$ cat config.mk
export PLATFORM = sky130hd
export DESIGN_NAME = tmvg_queue
export DESIGN_NICKNAME = d
export VERILOG_FILES = /design/src/design/tmvg_pkg.sv /design/src/design/tmvg_queue.sv
export SDC_FILE = /design/constraint.sdc
export NUM_CORES = 1
export LEC_CHECK = 0
export BUFFER_PORTS_ARGS = -buffer_cell sky130_fd_sc_hd__clkbuf_2
export CORE_ASPECT_RATIO = 0.8
export CORE_MARGIN = 10
export CORE_UTILIZATION = 47
export DETAILED_ROUTE_END_ITERATION = 8
export PLACE_DENSITY = 0.76
export SYNTH_ARGS = -nofsm -noshare
export SYNTH_HDL_FRONTEND = slang
export SYNTH_SLANG_ARGS = --single-unit
export TNS_END_PERCENT = 100
$ cat constraint.sdc
create_clock -name i_clk -period 8.4 [get_ports i_clk]
set_input_delay 0 -clock i_clk [delete_from_list [all_inputs] [get_ports i_clk]]
set_output_delay 0 -clock i_clk [all_outputs]
set_load 0.005 [all_outputs]
$ cat src/design/tmvg_pkg.sv
// Shared types, constants and arithmetic helpers of the torus vertex generator.
package tmvg_pkg;

    localparam int MAX_SEGMENTS = 256;

    localparam int CNT_W   = 9;
    localparam int LEN_W   = 23;
    localparam int ANG_W   = 16;
    localparam int SWP_W   = 17;
    localparam int POS_W   = 26;
    localparam int NRM_W   = 16;
    localparam int TEX_W   = 17;
    localparam int IDX_W   = 17;
    localparam int DIV_W   = 25;
    localparam int DIV_LAT = DIV_W + 1;
    localparam int SIN_LAT = 8;
    localparam int Q_W     = 31;
    localparam int CFG_IDX_W  = 4;
    localparam int CFG_DATA_W = 23;

    localparam logic [ANG_W-1:0] QUARTER_TURN = 16'd16384;

    // Q30 Taylor coefficients of sin(pi/2 x)
    localparam logic [Q_W-1:0] SIN_C1 = 31'd1686629713;
    localparam logic [Q_W-1:0] SIN_C3 = 31'd693598668;
    localparam logic [Q_W-1:0] SIN_C5 = 31'd85569306;
    localparam logic [Q_W-1:0] SIN_C7 = 31'd5026995;
    localparam logic [Q_W-1:0] SIN_C9 = 31'd172272;

    typedef enum logic [CFG_IDX_W-1:0] {
        CFG_RING_RADIUS   = 4'd0,
        CFG_TUBE_RADIUS   = 4'd1,
        CFG_RADIAL_COUNT  = 4'd2,
        CFG_TUBULAR_COUNT = 4'd3,
        CFG_RADIAL_BEGIN  = 4'd4,
        CFG_RADIAL_SWEEP  = 4'd5,
        CFG_TUBULAR_BEGIN = 4'd6,
        CFG_TUBULAR_SWEEP = 4'd7
    } t_cfg_reg;

    typedef struct packed {
        logic [LEN_W-1:0] ring_radius;
        logic [LEN_W-1:0] tube_radius;
        logic [CNT_W-1:0] radial_count;
        logic [CNT_W-1:0] tubular_count;
        logic [ANG_W-1:0] radial_begin;
        logic [SWP_W-1:0] radial_sweep;
        logic [ANG_W-1:0] tubular_begin;
        logic [SWP_W-1:0] tubular_sweep;
    } t_cfg;

    // Index data that bypasses the dividers
    typedef struct packed {
        logic             quad;
        logic [IDX_W-1:0] corner_a;
        logic [IDX_W-1:0] corner_b;
        logic             cull;
    } t_tag;

    // Classified item handed from front to back
    typedef struct packed {
        logic [DIV_W-1:0] num_u;
        logic [DIV_W-1:0] num_v;
        logic [DIV_W-1:0] num_s;
        logic [DIV_W-1:0] num_t;
        logic [CNT_W-1:0] den_r;
        logic [CNT_W-1:0] den_t;
        t_tag             tag;
    } t_work;

    typedef struct packed {
        logic [TEX_W-1:0] tex_s;
        logic [TEX_W-1:0] tex_t;
        t_tag             tag;
    } t_side;

    function automatic logic [CNT_W-1:0] eff_count(input logic [CNT_W-1:0] c);
        logic [CNT_W-1:0] r;
        if (c == '0) begin
            r = CNT_W'(1);
        end else if (c > CNT_W'(MAX_SEGMENTS)) begin
            r = CNT_W'(MAX_SEGMENTS);
        end else begin
            r = c;
        end
        return r;
    endfunction

    // a * c / 2^15, rounded half away from zero
    function automatic logic signed [POS_W-1:0] mul_q15(input logic signed [POS_W-1:0] a,
                                                        input logic signed [NRM_W-1:0] c);
        logic                     neg;
        logic [POS_W-1:0]         ma;
        logic [NRM_W-1:0]         mc;
        logic [POS_W+NRM_W-1:0]   prod;
        logic [POS_W+NRM_W-1:0]   rnd;
        logic signed [POS_W-1:0]  m;
        neg  = a[POS_W-1] ^ c[NRM_W-1];
        ma   = a[POS_W-1] ? POS_W'(-a) : POS_W'(a);
        mc   = c[NRM_W-1] ? NRM_W'(-c) : NRM_W'(c);
        prod = {{NRM_W{1'b0}}, ma} * {{POS_W{1'b0}}, mc};
        rnd  = (prod + (POS_W+NRM_W)'(16384)) >> 15;
        m    = $signed(rnd[POS_W-1:0]);
        return neg ? -m : m;
    endfunction

endpackage

$ cat src/design/tmvg_queue.sv
// Two-entry queue between front and back end.
module tmvg_queue (
    input  logic            i_clk,
    input  logic            i_rst_n,
    input  logic            i_push,
    input  tmvg_pkg::t_work i_data,
    input  logic            i_pop,
    output logic            o_full,
    output logic            o_valid,
    output tmvg_pkg::t_work o_data
);
    import tmvg_pkg::*;

    t_work      r_mem [0:1];
    logic       r_wr_ptr;
    logic       r_rd_ptr;
    logic [1:0] r_count;

    logic       n_do_pop;

    assign o_full   = (r_count == 2'd2);
    assign o_valid  = (r_count != 2'd0);
    assign o_data   = r_mem[r_rd_ptr];
    assign n_do_pop = i_pop & o_valid;

    always_ff @(posedge i_clk) begin
        if (!i_rst_n) begin
            r_wr_ptr <= 1'b0;
            r_rd_ptr <= 1'b0;
            r_count  <= 2'd0;
        end else begin
            if (i_push) begin
                r_wr_ptr <= ~r_wr_ptr;
            end
            if (n_do_pop) begin
                r_rd_ptr <= ~r_rd_ptr;
            end
            r_count <= r_count + 2'(i_push) - 2'(n_do_pop);
        end
    end

    always_ff @(posedge i_clk) begin
        if (i_push) begin
            r_mem[r_wr_ptr] <= i_data;
        end
    end

endmodule

==> flow_metrics.tcl <==
set metrics [dict create \
    tns_ns 0 \
    cts_tree "done" \
    hp-start "i_data[50]" \
    reg2reg_slack_ns 5.93 \
    drive_gt1_share_pct 51.6 \
    synth_area_sq_um 11600 \
    outcome "finished, final reports clean" \
    first_iter_violations 288 \
    synth.distinct_cells 16 \
    grt_max_degree 75 \
    initial_utilization_pct 47.7 \
    vias 6548 \
    cap_violations 0 \
    portBuffers 313 \
    hold_end "r_mem[1][50]$_DFFE_PP_" \
    synthCells 502 \
    required_ns 8.40 \
    power.leakage_uw 0.00628 \
    die_w_um 196 \
    clkSinkCount 313 \
    ios 314 \
    dpl.hpwl_um 17400 \
    peakVddDrop_mv 0.208 \
    setup_viol 0 \
    utilization_pct 66.2 \
    cts_buffer_depth 3 \
    syn_avg_cell_area_sq_um 23.1 \
    arrival_ns 2.89 \
    post-route-period-util_pct 34.4 \
    end_kind "output pin" \
    path_class "reg -> out" \
    antenna_found_initial 7 \
    ys_seq_area_share_pct 80.7 \
    fill_cells 1578 \
    grt_first_pass_wirelength_um 42800 \
    total_power_uw 3990 \
    place_inst 1122 \
    min_path_cells 2 \
    wirelength_um 28300 \
    path_max_fanout 74 \
    intPower_uw 3040 \
    floorplan.die_area_sq_um 31400 \
    gp_congestion 0.731 \
    swShare_pct 23.9 \
    multi_input_area_sq_um 2110 \
    hold_viol 0 \
    grt_pass1_vias 7338 \
    regArea_sq_um 9350 \
    worstReg2RegStart "r_wr_ptr$_SDFFE_PN0P_" \
    ant_nets 0 \
    worstMarginPinSlew_ns 1.12 \
    syn_nets 662 \
    slew_violations 0 \
    clock_skew_ns 0.0152 \
    path_clk_slew_ns 0.06 \
    chipHeight_um 160 \
    p_seq_share_pct 46.6 \
    wl_per_cell_um 21.0 \
    dr.pass1.iters 4 \
    power.switching_uw 952 \
    period_minus_slack_ns 2.89 \
    htree_levels 1 \
    synth_warnings 0 \
    rr_worst_depth 2 \
    slew_headroom_pct 25.2 \
    cts_buffers 31 \
    start_kind "flop" \
    fmax_mhz 346 \
    drt-vias-per-instance 4.87 \
    final_cells 1345 \
    cts_root_buf "clkbuf_16" \
    power.density_nw_per_um2 248 \
    combPwrFrac_pct 19.0 \
    clockPowerShare_pct 34.3 \
    synth_seq_cells 313 \
    r2r_end "r_mem[0][96]$_DFFE_PP_" \
    hold_class "in -> reg" \
    area_growth_pct 38.9 \
    core_region_area_sq_um 24300 \
    nNetsFinal 1155 \
    track_usage_pct 17.2 \
    rsz0062_at_grt "false" \
    drc_errors 0 \
    rows 51 \
    clk-insertion-delay-late_ns 0.55 \
    grt_overflow 0 \
]
==> power groups by stage <==
stage               logic, uW  clock network [uW]  registers (uW)
finish                    760                1370            1860
global route              815                1460            1870
CTS                       760                1390            1860
detailed placement        693                   0            1890
global placement          688                   0            1890
floorplan                 439                   0            1880
==> routing by layer <==
metal,vias up,global-route usage [%],routed length (um),share of wire [%]
met1,3229,19.7,10700,38
met5,-,0,13,0.046
met3,39,6.14,2540,9.0
met2,277,30.2,14400,51
li1,3001,-,-,-
met4,2,4.09,556,2.0
==> critical path, stage by stage (launching register included) <==
cell	delay (ns)
dfxtp_4	0.70
buf_4	0.87
mux2_2	0.45
clkbuf_2	0.13
==> cell families after synthesis <==
kind of cell	synth area share [%]
adder cells (fa/ha/maj)	0.216
multiplexers	17.1
AO/OA/AOI/OAI	0.130
flip-flops	80.7
AND/OR/NAND/NOR	0.464
XOR/XNOR	0.194
buffers and inverters	1.23
==> cell usage after synthesis <==
| cell | count | share of area [%] |
|---|---|---|
| and2_1 | 2 | 0.11 |
| buf_2 | 9 | 0.39 |
| buf_6 | 8 | 0.78 |
| dfxtp_1 | 5 | 0.86 |
| edfxtp_1 | 308 | 80 |
| ha_1 | 2 | 0.22 |
| inv_1 | 2 | 0.065 |
| mux2_2 | 94 | 9.1 |
| mux2_4 | 60 | 7.8 |
| mux2i_1 | 2 | 0.17 |
| nand2_1 | 1 | 0.032 |
| nand2b_1 | 1 | 0.054 |
| nor2b_1 | 4 | 0.22 |
| o21a_1 | 2 | 0.13 |
| or2_2 | 1 | 0.054 |
| xnor3_1 | 1 | 0.19 |
==> repair_timing <==
item / in CTS / in global routing
hold endpoints to repair: 313 / 0
buffers inserted: 0 / 0
gates resized for setup: 0 / 0
hold buffers: 158 / 0
==> worst max path at each step <==
stage,endpoint,slack [ns],depth (start not counted)
final,o_data[28],5.51,3
after global placement,r_mem[0][93]$_DFFE_PP_,6.00,2
after global routing,o_data[36],5.39,3
after detailed placement,r_mem[0][113]$_DFFE_PP_,5.96,2
after floorplan,r_mem[0][0]$_DFFE_PP_,0.61,1
after CTS,o_data[30],5.49,3
==> registers in the layout, summed over array words and instances (netlist names), named ones only <==
| signal | cells |
|---|---|
| r_count | 2 |
| r_mem | 308 |
| r_wr_ptr | 1 |
| r_rd_ptr | 1 |
==> layout by cell type (no fill, tap or decap), drive strengths merged <==
master         n
edfxtp       308
and2           2
clkbuf       350
mux2         154
clkinvlp       1
bufinv         4
inv            4
buf            6
nand2b         1
nor2b          4
clkinv        14
diode          7
dfxtp          5
or2            1
dlygate4sd3  158
ha             2
o21a           2
mux2i          2
xnor3          1
nand2          1
==> stage by stage <==
step	hold slack (ns)	instance area [sq um]	setup WS [ns]
after global placement	0.189	13500	6.00
final	0.172	16100	5.51
after floorplan	0.0989	11600	0.611
after global routing	0.162	16100	5.39
after CTS	0.144	16100	5.49
after detailed placement	0.193	13500	5.96
==> final cells by class <==
cell class              instances  share of cell area, %
clock buffers                  37                   4.96
flip-flops and latches        313                   58.1
diodes                          7                  0.109
repair buffers                477                   19.8
clock inverters                21                   1.36
inverters                       2                 0.0467
multi-input cells             170                   13.1
well taps                     318                   2.47
(Power assumes the default switching activity.)
