`config.mk`:
```
export PLATFORM = sky130hd
export DESIGN_NAME = tmvg_front
export DESIGN_NICKNAME = d
export VERILOG_FILES = /design/src/design/tmvg_pkg.sv /design/src/design/tmvg_front.sv
export SDC_FILE = /design/constraint.sdc
export NUM_CORES = 1
export LEC_CHECK = 0
export ABC_AREA = 1
export BUFFER_PORTS_ARGS = -buffer_cell sky130_fd_sc_hd__buf_2
export CORE_UTILIZATION = 55
export CTS_CLUSTER_SIZE = 24
export DETAILED_ROUTE_END_ITERATION = 10
export PLACE_DENSITY_LB_ADDON = 0.12
export SYNTH_ARGS = -nofsm -noshare
export SYNTH_HDL_FRONTEND = slang
export SYNTH_SLANG_ARGS = --single-unit
```
`constraint.sdc`:
```
create_clock -name i_clk -period 11.14 [get_ports i_clk]
set_input_delay 0.557 -clock i_clk [delete_from_list [all_inputs] [get_ports i_clk]]
set_output_delay 0.557 -clock i_clk [all_outputs]
set_load 0.05 [all_outputs]
```
`src/design/tmvg_pkg.sv`:
```
// Shared types, constants and arithmetic helpers of the torus vertex generator.
package tmvg_pkg;

    localparam int MAX_SEGMENTS = 256;

    localparam int CNT_W   = 9;
    localparam int LEN_W   = 23;
    localparam int ANG_W   = 16;
    localparam int SWP_W   = 17;
    localparam int POS_W   = 26;
    localparam int NRM_W   = 16;
    localparam int TEX_W   = 17;
    localparam int IDX_W   = 17;
    localparam int DIV_W   = 25;
    localparam int DIV_LAT = DIV_W + 1;
    localparam int SIN_LAT = 8;
    localparam int Q_W     = 31;
    localparam int CFG_IDX_W  = 4;
    localparam int CFG_DATA_W = 23;

    localparam logic [ANG_W-1:0] QUARTER_TURN = 16'd16384;

    // Q30 Taylor coefficients of sin(pi/2 x)
    localparam logic [Q_W-1:0] SIN_C1 = 31'd1686629713;
    localparam logic [Q_W-1:0] SIN_C3 = 31'd693598668;
    localparam logic [Q_W-1:0] SIN_C5 = 31'd85569306;
    localparam logic [Q_W-1:0] SIN_C7 = 31'd5026995;
    localparam logic [Q_W-1:0] SIN_C9 = 31'd172272;

    typedef enum logic [CFG_IDX_W-1:0] {
        CFG_RING_RADIUS   = 4'd0,
        CFG_TUBE_RADIUS   = 4'd1,
        CFG_RADIAL_COUNT  = 4'd2,
        CFG_TUBULAR_COUNT = 4'd3,
        CFG_RADIAL_BEGIN  = 4'd4,
        CFG_RADIAL_SWEEP  = 4'd5,
        CFG_TUBULAR_BEGIN = 4'd6,
        CFG_TUBULAR_SWEEP = 4'd7
    } t_cfg_reg;

    typedef struct packed {
        logic [LEN_W-1:0] ring_radius;
        logic [LEN_W-1:0] tube_radius;
        logic [CNT_W-1:0] radial_count;
        logic [CNT_W-1:0] tubular_count;
        logic [ANG_W-1:0] radial_begin;
        logic [SWP_W-1:0] radial_sweep;
        logic [ANG_W-1:0] tubular_begin;
        logic [SWP_W-1:0] tubular_sweep;
    } t_cfg;

    // Index data that bypasses the dividers
    typedef struct packed {
        logic             quad;
        logic [IDX_W-1:0] corner_a;
        logic [IDX_W-1:0] corner_b;
        logic             cull;
    } t_tag;

    // Classified item handed from front to back
    typedef struct packed {
        logic [DIV_W-1:0] num_u;
        logic [DIV_W-1:0] num_v;
        logic [DIV_W-1:0] num_s;
        logic [DIV_W-1:0] num_t;
        logic [CNT_W-1:0] den_r;
        logic [CNT_W-1:0] den_t;
        t_tag             tag;
    } t_work;

    typedef struct packed {
        logic [TEX_W-1:0] tex_s;
        logic [TEX_W-1:0] tex_t;
        t_tag             tag;
    } t_side;

    function automatic logic [CNT_W-1:0] eff_count(input logic [CNT_W-1:0] c);
        logic [CNT_W-1:0] r;
        if (c == '0) begin
            r = CNT_W'(1);
        end else if (c > CNT_W'(MAX_SEGMENTS)) begin
            r = CNT_W'(MAX_SEGMENTS);
        end else begin
            r = c;
        end
        return r;
    endfunction

    // a * c / 2^15, rounded half away from zero
    function automatic logic signed [POS_W-1:0] mul_q15(input logic signed [POS_W-1:0] a,
                                                        input logic signed [NRM_W-1:0] c);
        logic                     neg;
        logic [POS_W-1:0]         ma;
        logic [NRM_W-1:0]         mc;
        logic [POS_W+NRM_W-1:0]   prod;
        logic [POS_W+NRM_W-1:0]   rnd;
        logic signed [POS_W-1:0]  m;
        neg  = a[POS_W-1] ^ c[NRM_W-1];
        ma   = a[POS_W-1] ? POS_W'(-a) : POS_W'(a);
        mc   = c[NRM_W-1] ? NRM_W'(-c) : NRM_W'(c);
        prod = {{NRM_W{1'b0}}, ma} * {{POS_W{1'b0}}, mc};
        rnd  = (prod + (POS_W+NRM_W)'(16384)) >> 15;
        m    = $signed(rnd[POS_W-1:0]);
        return neg ? -m : m;
    endfunction

endpackage

```
`src/design/tmvg_front.sv`:
```
// Front end: takes grid points, clamps them and forms dividends and quad indices.
module tmvg_front (
    input  logic                    i_clk,
    input  logic                    i_rst_n,
    input  logic                    i_start,
    input  logic [tmvg_pkg::CNT_W-1:0] i_grid_row,
    input  logic [tmvg_pkg::CNT_W-1:0] i_grid_col,
    input  tmvg_pkg::t_cfg          i_cfg,
    input  logic                    i_full,
    output logic                    o_busy,
    output logic                    o_push,
    output tmvg_pkg::t_work         o_work
);
    import tmvg_pkg::*;

    logic             r_vld;
    logic [CNT_W-1:0] r_row;
    logic [CNT_W-1:0] r_col;

    logic [CNT_W-1:0] n_r;
    logic [CNT_W-1:0] n_t;
    logic [CNT_W-1:0] n_j;
    logic [CNT_W-1:0] n_i;
    logic [CNT_W:0]   n_t1;
    logic [18:0]      n_tj;
    logic [18:0]      n_ca;
    logic [18:0]      n_cb;
    logic             n_quad;

    assign o_busy = r_vld & i_full;
    assign o_push = r_vld & ~i_full;

    always_ff @(posedge i_clk) begin
        if (!i_rst_n) begin
            r_vld <= 1'b0;
        end else if (i_start && !o_busy) begin
            r_vld <= 1'b1;
        end else if (o_push) begin
            r_vld <= 1'b0;
        end
    end

    always_ff @(posedge i_clk) begin
        if (i_start && !o_busy) begin
            r_row <= i_grid_row;
            r_col <= i_grid_col;
        end
    end

    always_comb begin
        n_r    = eff_count(i_cfg.radial_count);
        n_t    = eff_count(i_cfg.tubular_count);
        n_j    = (r_row > n_r) ? n_r : r_row;
        n_i    = (r_col > n_t) ? n_t : r_col;
        n_t1   = {1'b0, n_t} + (CNT_W+1)'(1);
        n_tj   = 19'(n_t1) * 19'(n_j);
        n_ca   = n_tj + 19'(n_i) - 19'd1;
        n_cb   = n_ca - 19'(n_t1);
        n_quad = (n_i != '0) && (n_j != '0);

        o_work.num_u = DIV_W'(n_j) * DIV_W'(i_cfg.radial_sweep) + DIV_W'(n_r >> 1);
        o_work.num_v = DIV_W'(n_i) * DIV_W'(i_cfg.tubular_sweep) + DIV_W'(n_t >> 1);
        o_work.num_s = {n_i, 16'b0} + DIV_W'(n_t >> 1);
        o_work.num_t = {n_j, 16'b0} + DIV_W'(n_r >> 1);
        o_work.den_r = n_r;
        o_work.den_t = n_t;
        o_work.tag.quad     = n_quad;
        o_work.tag.corner_a = n_quad ? n_ca[IDX_W-1:0] : '0;
        o_work.tag.corner_b = n_quad ? n_cb[IDX_W-1:0] : '0;
        o_work.tag.cull     = (i_cfg.tubular_sweep == 17'd65536) &&
                              (i_cfg.radial_sweep == 17'd32768);
    end

endmodule

```
==> impl_results.md <==
- Status: finished clean
- Synth Warn #: 0
- Clock period minus worst slack: 9.501 ns
- Vias in the first global route: 14,700
- Synth top cells by count: 513 x inv_1, 511 x nand2_1, 289 x fa_1, 231 x nor2_1, 207 x ha_1
- Initial antenna violation count: 5
- Crit-path most repeated cell: nand2_1
- Drt total wl: 43.21 mm
- Post-synth top area cell: fa_1
- Worst setup EP type: output port
- Met2 Resource Use GR: between 40% and 50%
- Setup violations, final: 0
- Crit-path max cell delay: between 0.6 and 0.7 ns
- Buf+Inv Stages, Crit Path: 7
- Layout cells sized above 1: 11.74%
- IO Port Bufs: ~210
- CP Launch Type: input pin
- Total GRT Usage: between 20% and 30%
- Async S/R FF share, synth: 0%
- I/O pin total: 308
- Setup Buffers After CTS: 0
- Top area cells in the synthesized netlist: fa_1 35%, ha_1 16%, inv_1 12%, nand2_1 12%, nor2_1 5.3%
- Netlist Area Pre-Place: 16,470 µm²
- Synth-to-Final Area Change: 7.841%
- Setup TNS: 0 ns
- Nets: a little over 3,000
- Crit share post-route: between 80% and 90%
- Met1 Resource Use GR: 41.76%
- Clk sinks: 19
- Worst-path clk slew: approximately 0.050 ns
- Die ar.: ~31,000 µm²
- Core box area: ~29,000 µm²
- Routed len/inst: about 16 µm
- Synth top area share: between 30% and 40%
- Avg Cell Area, Syn: 7.448 µm²
- Delay-heaviest family, CP: adder cells
- Final max-slew violation count: 0
- Total of max-cap violations: 0
- Sequential-to-total area share from yosys stat: 3.404%
- Die width: around 180 µm
- First-pass GRT wire length: roughly 73 mm
- Antenna-violating nets left: 0
- DRT Pass-1 Iters: 8
- CTS Buf Count: 3
- Required time worst endpoint: around 11 ns
- Avg Vias per Cell: around 5.2
- Post-synth EDFFs: 18
- CTS tree: yes
- Slowest-stage cell, CP: inv_1
- Dpl hpwl: 37.03 mm
- Yosys reg bits: 19
- Final std cells w/o fill: between 2,000 and 3,000
- H-Tree Depth: 1
- Cells after DPL: 2,757
- Die Ht: about 180 µm
- Post-synth cell types: 47
- Via count: 14,430
- Synthesized instance count: 2,211
- Worst-Skew Late Latency: 0.25 ns
- RePlAce Congestion: between 0.8 and 0.9
- Initial core utilization: between 50% and 60%
- Row count: between 60 and 70
- Crit path DAT: about 9 ns
- Main flop type after synthesis: edfxtp_1
- RSZ-0062 raised after global routing: no
- Routing usage on met3: between 4 and 5%
- Largest fanout on the critical path: 20
- GR Overflow Total: 0
- Top-count cell post-synth: inv_1
- Gr busiest metal: met2
- Worst Max-Slew Pin Slew: 0.8833 ns
- CP Class: in -> out
- Final Hold Violating Endpoints: 0
- Min-delay worst type: in -> reg
- Hold-fix buffers at CTS: 0
- Clock Skews: slightly above 0.003 ns
- Pin count of the biggest net entering global routing: 34
- Cell at the root of the clock tree: clkbuf_16
- Slew HR: about 41%
- Iter 0 DRT Violations: 881
- CTS Buffer Depth: 2
- Fmax achieved: 105.3 MHz
- DRC Markers: 0
- Cts repair resizes: 0
==> sequential cells by signal (all words and copies together), names as in the netlist <==
register / cells
r_col: 9
r_row: 9
r_vld: 1
==> metal layers <==
layer / up-vias / share of wire, %
li1: 6903 / -
met1: 6966 / 44
met2: 494 / 46
met3: 59 / 8.1
met4: 6 / 2.3
met5: - / 0.095
==> cell type report <==
cell class,count,area (µm²)
antenna,2,5.005
sequential,19,560.5
clock buffer,3,75.07
inverter,520,1952
fill,2821,11330
multi-input combinational,1614,13560
tap,384,480.5
clock inverter,1,7.507
timing repair buffer,220,1119
==> logic make-up (layout without fill, tap and decap cells) <==
group,after synthesis,count (layout),synth area share (%)
AOI/OAI and AO/OA,140,140,4.870
other,2,26,0.04560
xor gates and xnor gates,67,67,3.563
adders and majority gates,496,496,50.86
DFF,19,19,3.404
buffers and inverters,600,744,14.78
and+or+nand+nor,887,887,22.48
==> layout by cell type, fill, tap and decap left out, types with 2 or more instances in the layout <==
cell,instances
clkinv_1,3
o21ai_4,3
o211ai_1,7
nand2_4,4
a31oi_1,3
o21ai_0,28
nand3_2,2
nor2_1,231
o21a_1,5
nor2_2,18
a21oi_1,75
nand2_1,511
inv_1,513
o21bai_1,3
conb_1,24
a21oi_2,2
inv_2,4
nand3b_1,4
o31ai_1,2
buf_2,213
nor3_2,8
ha_1,207
a21boi_0,2
edfxtp_1,18
xor2_1,49
buf_4,7
and2_1,2
nor3_1,9
nor4_1,5
nand4_1,22
fa_1,289
xnor2_1,18
nand3_1,57
clkbuf_16,3
o21ai_1,6
diode_2,2
nand2_2,9
a21o_1,2
==> metrics by stage <==
step	instance area [µm²]	utilization [%]	hold WS, ns	worst slack [ns]
finish	17760	61.05	0.4786	1.639
global route	17760	61.05	0.4679	0.7211
CTS	17750	61.03	0.4765	1.652
detailed placement	17670	60.75	0.5079	1.667
global placement	17670	60.75	0.4795	1.782
floorplan	16550	-	0.4629	1.992
==> worst paths after layout <==
| check | start | endpoint | slack, ns | cells after the start |
|---|---|---|---|---|
| setup / recovery | i_cfg[79] | o_work[15] | 1.64 | 43 |
| hold / removal | i_grid_row[8] | r_row[8] | 0.48 | 1 |
| setup reg to reg | r_vld | r_col[8] | 10.07 | 4 |
| hold reg to reg | r_vld | r_vld | 0.51 | 2 |
Power is left out: the tool's default activity adds up to more than one toggle a clock period on the data nets, which glitch-free logic cannot reach.
